### src/design/assert_macros.svh
// assertion macros shared by the mass-spring step unit rtl
// no dependencies; define NO_ASSERTIONS to drop every check
`ifndef ASSERT_MACROS_SVH
`define ASSERT_MACROS_SVH
`ifndef NO_ASSERTIONS
`define MS_ASSERT(lbl, clk, rst_n, prop, msg) \
    lbl: assert property (@(posedge clk) disable iff (!rst_n) prop) else $error(msg);
`define MS_NEVER(lbl, clk, rst_n, expr, msg) \
    lbl: assert property (@(posedge clk) disable iff (!rst_n) !(expr)) else $error(msg);
`else
`define MS_ASSERT(lbl, clk, rst_n, prop, msg)
`define MS_NEVER(lbl, clk, rst_n, expr, msg)
`endif
`endif

### src/design/msstep_pkg.sv
// types, constants and saturation helpers for the mass-spring step unit
// no dependencies
`default_nettype none
package msstep_pkg;
    localparam int PARTICLE_COUNT_DEF = 1024;
    localparam int QUEUE_DEPTH = 2;
    localparam logic [6:0]  DT_MAX     = 7'd66;
    localparam logic [6:0]  TS_RESET   = 7'd66;
    localparam logic [16:0] DAMP_RESET = 17'd65536;
    localparam logic REG_TIME_STEP = 1'b0;
    localparam logic REG_DAMPING   = 1'b1;

    typedef enum logic [1:0] {
        MODE_LOAD   = 2'd0,
        MODE_SPRING = 2'd1,
        MODE_INTEG  = 2'd2
    } t_mode;

    typedef struct packed {
        t_mode              mode;
        logic [9:0]         a;
        logic [9:0]         b;
        logic signed [31:0] vx;
        logic signed [31:0] vy;
        logic signed [31:0] vz;
        logic [30:0]        mos;
        logic [30:0]        rest;
        logic [30:0]        cdamp;
    } t_cmd;

    typedef struct packed {
        logic [6:0]  dt;
        logic [16:0] damp;
    } t_cfg;

    typedef enum logic [4:0] {
        S_IDLE, S_LD_WR,
        S_SP_RDA, S_SP_RDB, S_SP_GETB, S_SP_SQ, S_SP_SQACC, S_SP_CHK, S_SP_SQRTW,
        S_SP_DIV, S_SP_DIVW, S_SP_FE, S_SP_FEG, S_SP_DOT, S_SP_DOTACC, S_SP_FV,
        S_SP_FVG, S_SP_F1, S_SP_F1G, S_SP_F2G, S_SP_WRA, S_SP_WRB,
        S_IN_RD, S_IN_GET, S_IN_DIV, S_IN_DIVW, S_IN_V, S_IN_VG, S_IN_DG, S_IN_PG,
        S_IN_WR, S_MULW
    } t_state;

    function automatic logic signed [31:0] sat32(input logic signed [65:0] v);
        if (v > 66'sd2147483647) return 32'sh7fffffff;
        else if (v < -66'sd2147483648) return 32'sh80000000;
        else return signed'(v[31:0]);
    endfunction

    function automatic logic signed [31:0] qsat(input logic signed [65:0] p);
        return sat32(p >>> 16);
    endfunction
endpackage
`default_nettype wire

### src/design/msstep_front.sv
// front end: accepts requests, drops out-of-range or unknown ones, queues the rest
// depends on msstep_pkg
`default_nettype none
module msstep_front
    import msstep_pkg::*;
#(
    parameter int PARTICLE_COUNT = PARTICLE_COUNT_DEF
) (
    input  wire logic               i_clk,
    input  wire logic               i_rst_n,
    input  wire logic               i_valid,
    output logic                    o_ready,
    input  wire logic [1:0]         i_mode,
    input  wire logic [9:0]         i_first_index,
    input  wire logic [9:0]         i_second_index,
    input  wire logic signed [31:0] i_vec_x,
    input  wire logic signed [31:0] i_vec_y,
    input  wire logic signed [31:0] i_vec_z,
    input  wire logic [30:0]        i_mass_or_stiffness,
    input  wire logic [30:0]        i_rest_length,
    input  wire logic [30:0]        i_spring_damping,
    output logic                    o_cmd_valid,
    input  wire logic               i_cmd_pop,
    output t_cmd                    o_cmd
);
    localparam int PW = $clog2(QUEUE_DEPTH);

    t_cmd           r_q [QUEUE_DEPTH];
    logic [PW-1:0]  r_wp, r_rp;
    logic [PW:0]    r_cnt;
    logic           a_ok, b_ok, keep, push;
    t_cmd           cmd;

    assign a_ok = 32'(i_first_index) < PARTICLE_COUNT;
    assign b_ok = 32'(i_second_index) < PARTICLE_COUNT;

    always_comb begin
        keep = 1'b0;
        case (i_mode)
            MODE_LOAD:   keep = a_ok;
            MODE_SPRING: keep = a_ok && b_ok;
            MODE_INTEG:  keep = a_ok;
            default:     keep = 1'b0;
        endcase
    end

    always_comb begin
        cmd.mode  = t_mode'(i_mode);
        cmd.a     = i_first_index;
        cmd.b     = i_second_index;
        cmd.vx    = i_vec_x;
        cmd.vy    = i_vec_y;
        cmd.vz    = i_vec_z;
        cmd.mos   = i_mass_or_stiffness;
        cmd.rest  = i_rest_length;
        cmd.cdamp = i_spring_damping;
    end

    assign o_ready     = r_cnt != (PW+1)'(QUEUE_DEPTH);
    assign push        = i_valid && o_ready && keep;
    assign o_cmd_valid = r_cnt != '0;
    assign o_cmd       = r_q[r_rp];

    always_ff @(posedge i_clk) begin
        if (push) begin
            r_q[r_wp] <= cmd;
        end
    end

    always_ff @(posedge i_clk) begin
        if (!i_rst_n) begin
            r_wp  <= '0;
            r_rp  <= '0;
            r_cnt <= '0;
        end else begin
            if (push) r_wp <= r_wp + 1'b1;
            if (i_cmd_pop) r_rp <= r_rp + 1'b1;
            r_cnt <= r_cnt + (PW+1)'(push) - (PW+1)'(i_cmd_pop);
        end
    end
endmodule
`default_nettype wire

### config.mk
export PLATFORM = sky130hd
export DESIGN_NAME = msstep_front
export DESIGN_NICKNAME = d
export VERILOG_FILES = /design/src/design/assert_macros.svh /design/src/design/msstep_pkg.sv /design/src/design/msstep_front.sv
export SDC_FILE = /design/constraint.sdc
export NUM_CORES = 1
export LEC_CHECK = 0
export ABC_AREA = 1
export BUFFER_PORTS_ARGS = -buffer_cell sky130_fd_sc_hd__buf_2
export CAP_MARGIN = 20
export CORE_MARGIN = 2
export CORE_UTILIZATION = 50
export CTS_CLUSTER_DIAMETER = 100
export DETAILED_ROUTE_END_ITERATION = 8
export PLACE_DENSITY = 0.84
export SLEW_MARGIN = 0
export SYNTH_ARGS = -nofsm -noshare
export SYNTH_HDL_FRONTEND = slang
export SYNTH_SLANG_ARGS = --single-unit
### constraint.sdc
create_clock -name i_clk -period 17.4 [get_ports i_clk]
set_clock_uncertainty 0.15 [all_clocks]
set_input_delay 3.48 -clock i_clk [delete_from_list [all_inputs] [get_ports i_clk]]
set_output_delay 3.48 -clock i_clk [all_outputs]
set_load 0.1 [all_outputs]
After elaboration in Yosys (flattened, before gate mapping)
Memory sizes are Yosys's and may differ from the RTL's. A register that Yosys moved wholly into a read port is not among the register bits.
Cells that the tools add are included.
{"block": "word_totals", "output_inout_bits": 213, "in_bits": 215, "word_cells": 21, "mem_bits_rw": 422, "regBits": 4, "memories": 1}
{"memory": "r_q", "depth": 2, "width": 211, "rd": 1, "rd_ports_with_merged_regs": 1, "write_ports": 1, "line_no": "msstep_front.sv:28", "source": "t_cmd r_q [QUEUE_DEPTH];"}
{"block": "classes", "n_addsub": 4, "n_eq_ne": 3, "muxes": 5, "n_reduce_logical": 5}
{"operator": "2-to-1 mux 1 bit", "count": 5}
{"operator": "OR reduction 3 bit", "count": 1}
{"operator": "adder 1 bit, second input constant", "count": 2}
{"operator": "adder 2 x 1 -> 2 bit", "count": 1}
{"operator": "equality test 2 x 1 -> 1 bit, second input constant", "count": 1}
{"operator": "equality test 2 bit, second input constant", "count": 1}
{"operator": "logical AND 1 bit", "count": 2}
{"operator": "zero test 2 bit", "count": 1}
{"operator": "inequality test 2 bit, second input constant", "count": 1}
{"operator": "nonzero test 2 bit", "count": 1}
{"operator": "subtractor 2 x 1 -> 2 bit", "count": 1}

Longest topological paths before layout
{"block": "logic_depth", "ltp_word": 6, "mapped_depth": 11, "ltp_nobuf": 11}

Worst setup path after synthesis
OpenSTA, ideal clock, no wires.
{"block": "synth_path", "path_kind": "input to register", "startpoint": "input i_mode[1]", "endpoint": "memory r_q[1][0] (netlist bit) (enable)", "path_stages": 3, "required_ns": 16.462, "arrival_time_ns": 12.610, "setup_time_ns": 0.788, "path_slack_ns": 3.853, "path_buffers": 0, "cell_sequence": "nand2_1 -> nand3_1 -> nor2_1"}
{"block": "synth_between", "elab_chain_len": 6, "word_cells_on_any_way": 8, "classes_between": "2 x eq/ne; 3 x mux; 3 x reduce/logical"}
{"element": "start, declared", "line_no": "msstep_front.sv:13", "source": "input wire logic [1:0] i_mode,"}
{"element": "equality test 2 bit, or another cell as far along", "line_no": "msstep_front.sv:39", "source": "case (i_mode)"}
{"element": "OR reduction 3 bit (no line) *"}
{"element": "2-to-1 mux 1 bit *", "line_no": "msstep_front.sv:39"}
{"element": "logical AND 1 bit *", "line_no": "msstep_front.sv:60", "source": "assign push = i_valid && o_ready && keep;"}
{"element": "2-to-1 mux 1 bit *", "line_no": "msstep_front.sv:65", "source": "if (push) begin"}
{"element": "2-to-1 mux 1 bit (not written as such) *", "line_no": "msstep_front.sv:66", "source": "r_q[r_wp] <= cmd;"}
{"element": "end, declared", "line_no": "msstep_front.sv:28"}
Mark *: on every way between the ends. The rest lies on a longest branch, timed or not.

==> flow_summary.ini <==
[hold_path]
whs_endpoint = r_rp
min_from = r_rp
hold_depth = 2
holdCritPathClass = reg -> reg

[timing]
whs_ns = 0.365
relSlewSlack_pct = 25.5
worst_pin_slew_ns = 1.12
final.min_clock_period_ns = 6.95
rsz0062_at_grt = no
finalSetupViolCount = 0
hold_violations = 0
fin_crit_sh_pct = 39.9
tns_ns = 0
timing.fmax_mhz = 144
report.final.slew_viol_count = 0

[route]
wirelength_mm = 31.9
vias = 8000
drt_iter0_markers = 502
dr.pass1.iters = 7
viasPerCell = 5.08
ant_nets = 0
routedWlPerCell_um = 20.3
drc_errors = 0

[logic_synthesis]
syn_area_per_cell_um2 = 22.5
synth_area_um2 = 15500
yosysSeqAreaShare_pct = 82.3
synth_fp_nets = 906
yosysUniqueCellTypes = 12
yosysWarnings = 0
synth-seq-cells = 427
synthCells = 690

[placement]
port_buffers = 427
gp_congestion = 0.763
place_hpwl_mm = 21.3
place_area_um2 = 18000

[layout]
fin_util_pct = 63.0
stdcell_area_um2 = 19300
drive_gt1_share_pct = 59.9
layout_common_cells = buf_2, edfxtp_1, mux2_2
syn2layout_area_growth_pct = 24.1
layout_commonest_cell = buf_2
nNetsFinal = 1362

[global_routing]
track_usage_pct = 18.9
overflow = 0
grt_pass1_wl_mm = 47.5
antenna_found_initial = 8
grt_pass1_vias = 8669
grt_max_degree = 83

[clock_tree]
clock_latency_ns = 0.51
root_buffer = clkbuf_16
cts_sinks = 427
htree_levels = 2
ctsLongestPathBuffers = 3
post_cts_resized = 0
cts_buffers = 42
path_clk_slew_ns = 0.06
cts_setup_buffers = 0
tritoncts = built
ctsHoldBuffers = 0

[worst_setup_path]
cp_data_arrival_time_ns = 3.32
rr_worst_depth = 6
setup.worst_path.end_class = primary output
rr_endpoint = r_q[0][165]
critPathKind = reg -> out
cp_max_fo = 82
r2r_start = r_cnt[0]
crit_path_start_kind = flop
r2r_setup_slack_ns = 13.80
worstPathRequired_ns = 13.77

[pwr]
clkPwrFrac_pct = 31.2
power_frac_comb_pct = 22.4
ir_drop_mv = 0.110
swShare_pct = 32.4
leakagePower_uw = 0.00715
netSwitchingPower_uw = 861
p_seq_share_pct = 46.4
p_per_area_nw_per_um2 = 138
p_int_uw = 1800

[floorplan]
die_h_um = 180
die_area_um2 = 32500
ioPinCount = 428
num_rows = 64
initial_core_util_pct = 50.7
fp.coreArea_um2 = 30600
fp.dieW_um = 180

[status]
status = complete, no violations

[run]
drv_cap = 0
worst max-delay path, stage by stage (launching register included):
cell     delay, ns
dfxtp_4       0.95
buf_4         0.91
mux2_2        0.35
buf_2         0.43
kinds of logic after synthesis:
logic type | Yosys count | share of synthesized area, %
compound gates | 1 | 0.0322
xor+xnor | 1 | 0.0564
fa+ha+maj | 1 | 0.0806
buf+inv | 28 | 1.71
flops | 427 | 82.3
mux | 211 | 15.3
simple gates | 21 | 0.524
Yosys cell counts:
master / instances / area (um2)
nand3_1: 2 / 10.0
nand2_1: 12 / 45.0
inv_1: 5 / 18.8
dfxtp_1: 5 / 100
edfxtp_1: 422 / 12700
buf_2: 2 / 10.0
a21oi_1: 1 / 5.00
mux2_2: 211 / 2380
buf_6: 21 / 236
xnor2_1: 1 / 8.76
ha_1: 1 / 12.5
nor2_1: 7 / 26.3
metrics by stage:
| step | power (uW) | instances | setup WS, ns |
|---|---|---|---|
| global route | 2740 | 1574 | 10.28 |
| detailed placement | 1850 | 1498 | 10.56 |
| finish | 2660 | 1574 | 10.45 |
| floorplan | 1770 | 690 | 3.85 |
| global placement | 1840 | 1498 | 10.59 |
| CTS | 2680 | 1568 | 10.43 |
layer usage:
layer  track usage [%]  part of all wire (%)  up-vias
li1                  -                     -     3660
met1              20.5                    35     3917
met2              34.3                    52      351
met3              6.16                   9.0       70
met4              7.45                   3.1        2
met5                 0                 0.038        -
sequential cells by signal (all words and copies together) (netlist names), named ones only:
register / count
r_cnt: 2
r_q: 422
r_rp: 1
r_wp: 1
final cells by class:
class,count,area [um2]
antenna,6,15.0
clock buffer,52,1150
clock inverter,18,105
fill,2118,11300
inverter,5,18.8
multi-input combinational,235,2500
sequential,427,12800
tap,396,495
timing repair buffer,435,2200
how the worst max path moves through the flow:
stage | end | depth (start not counted) | startpoint | slack [ns]
after floorplan | r_q[1][0] | 3 | i_mode[1] | 3.85
after global placement | r_q[0][159] | 6 | i_mode[1] | 10.59
after CTS | o_cmd[178] | 3 | flop | 10.43
final | o_cmd[178] | 3 | flop | 10.45
after detailed placement | r_q[0][153] | 6 | i_mode[1] | 10.56
after global routing | o_cmd[178] | 3 | flop | 10.28
power groups by stage:
stage          Combinational (uW)  Sequential (uW)  Clock, uW
2_1_floorplan                 502             1270          0
3_3_place_gp                  592             1250          0
3_5_place_dp                  597             1250          0
4_1_cts                       599             1230        847
5_1_grt                       614             1240        889
6_report                      596             1230        829
Note: power is estimated with default switching activity, not from simulation.
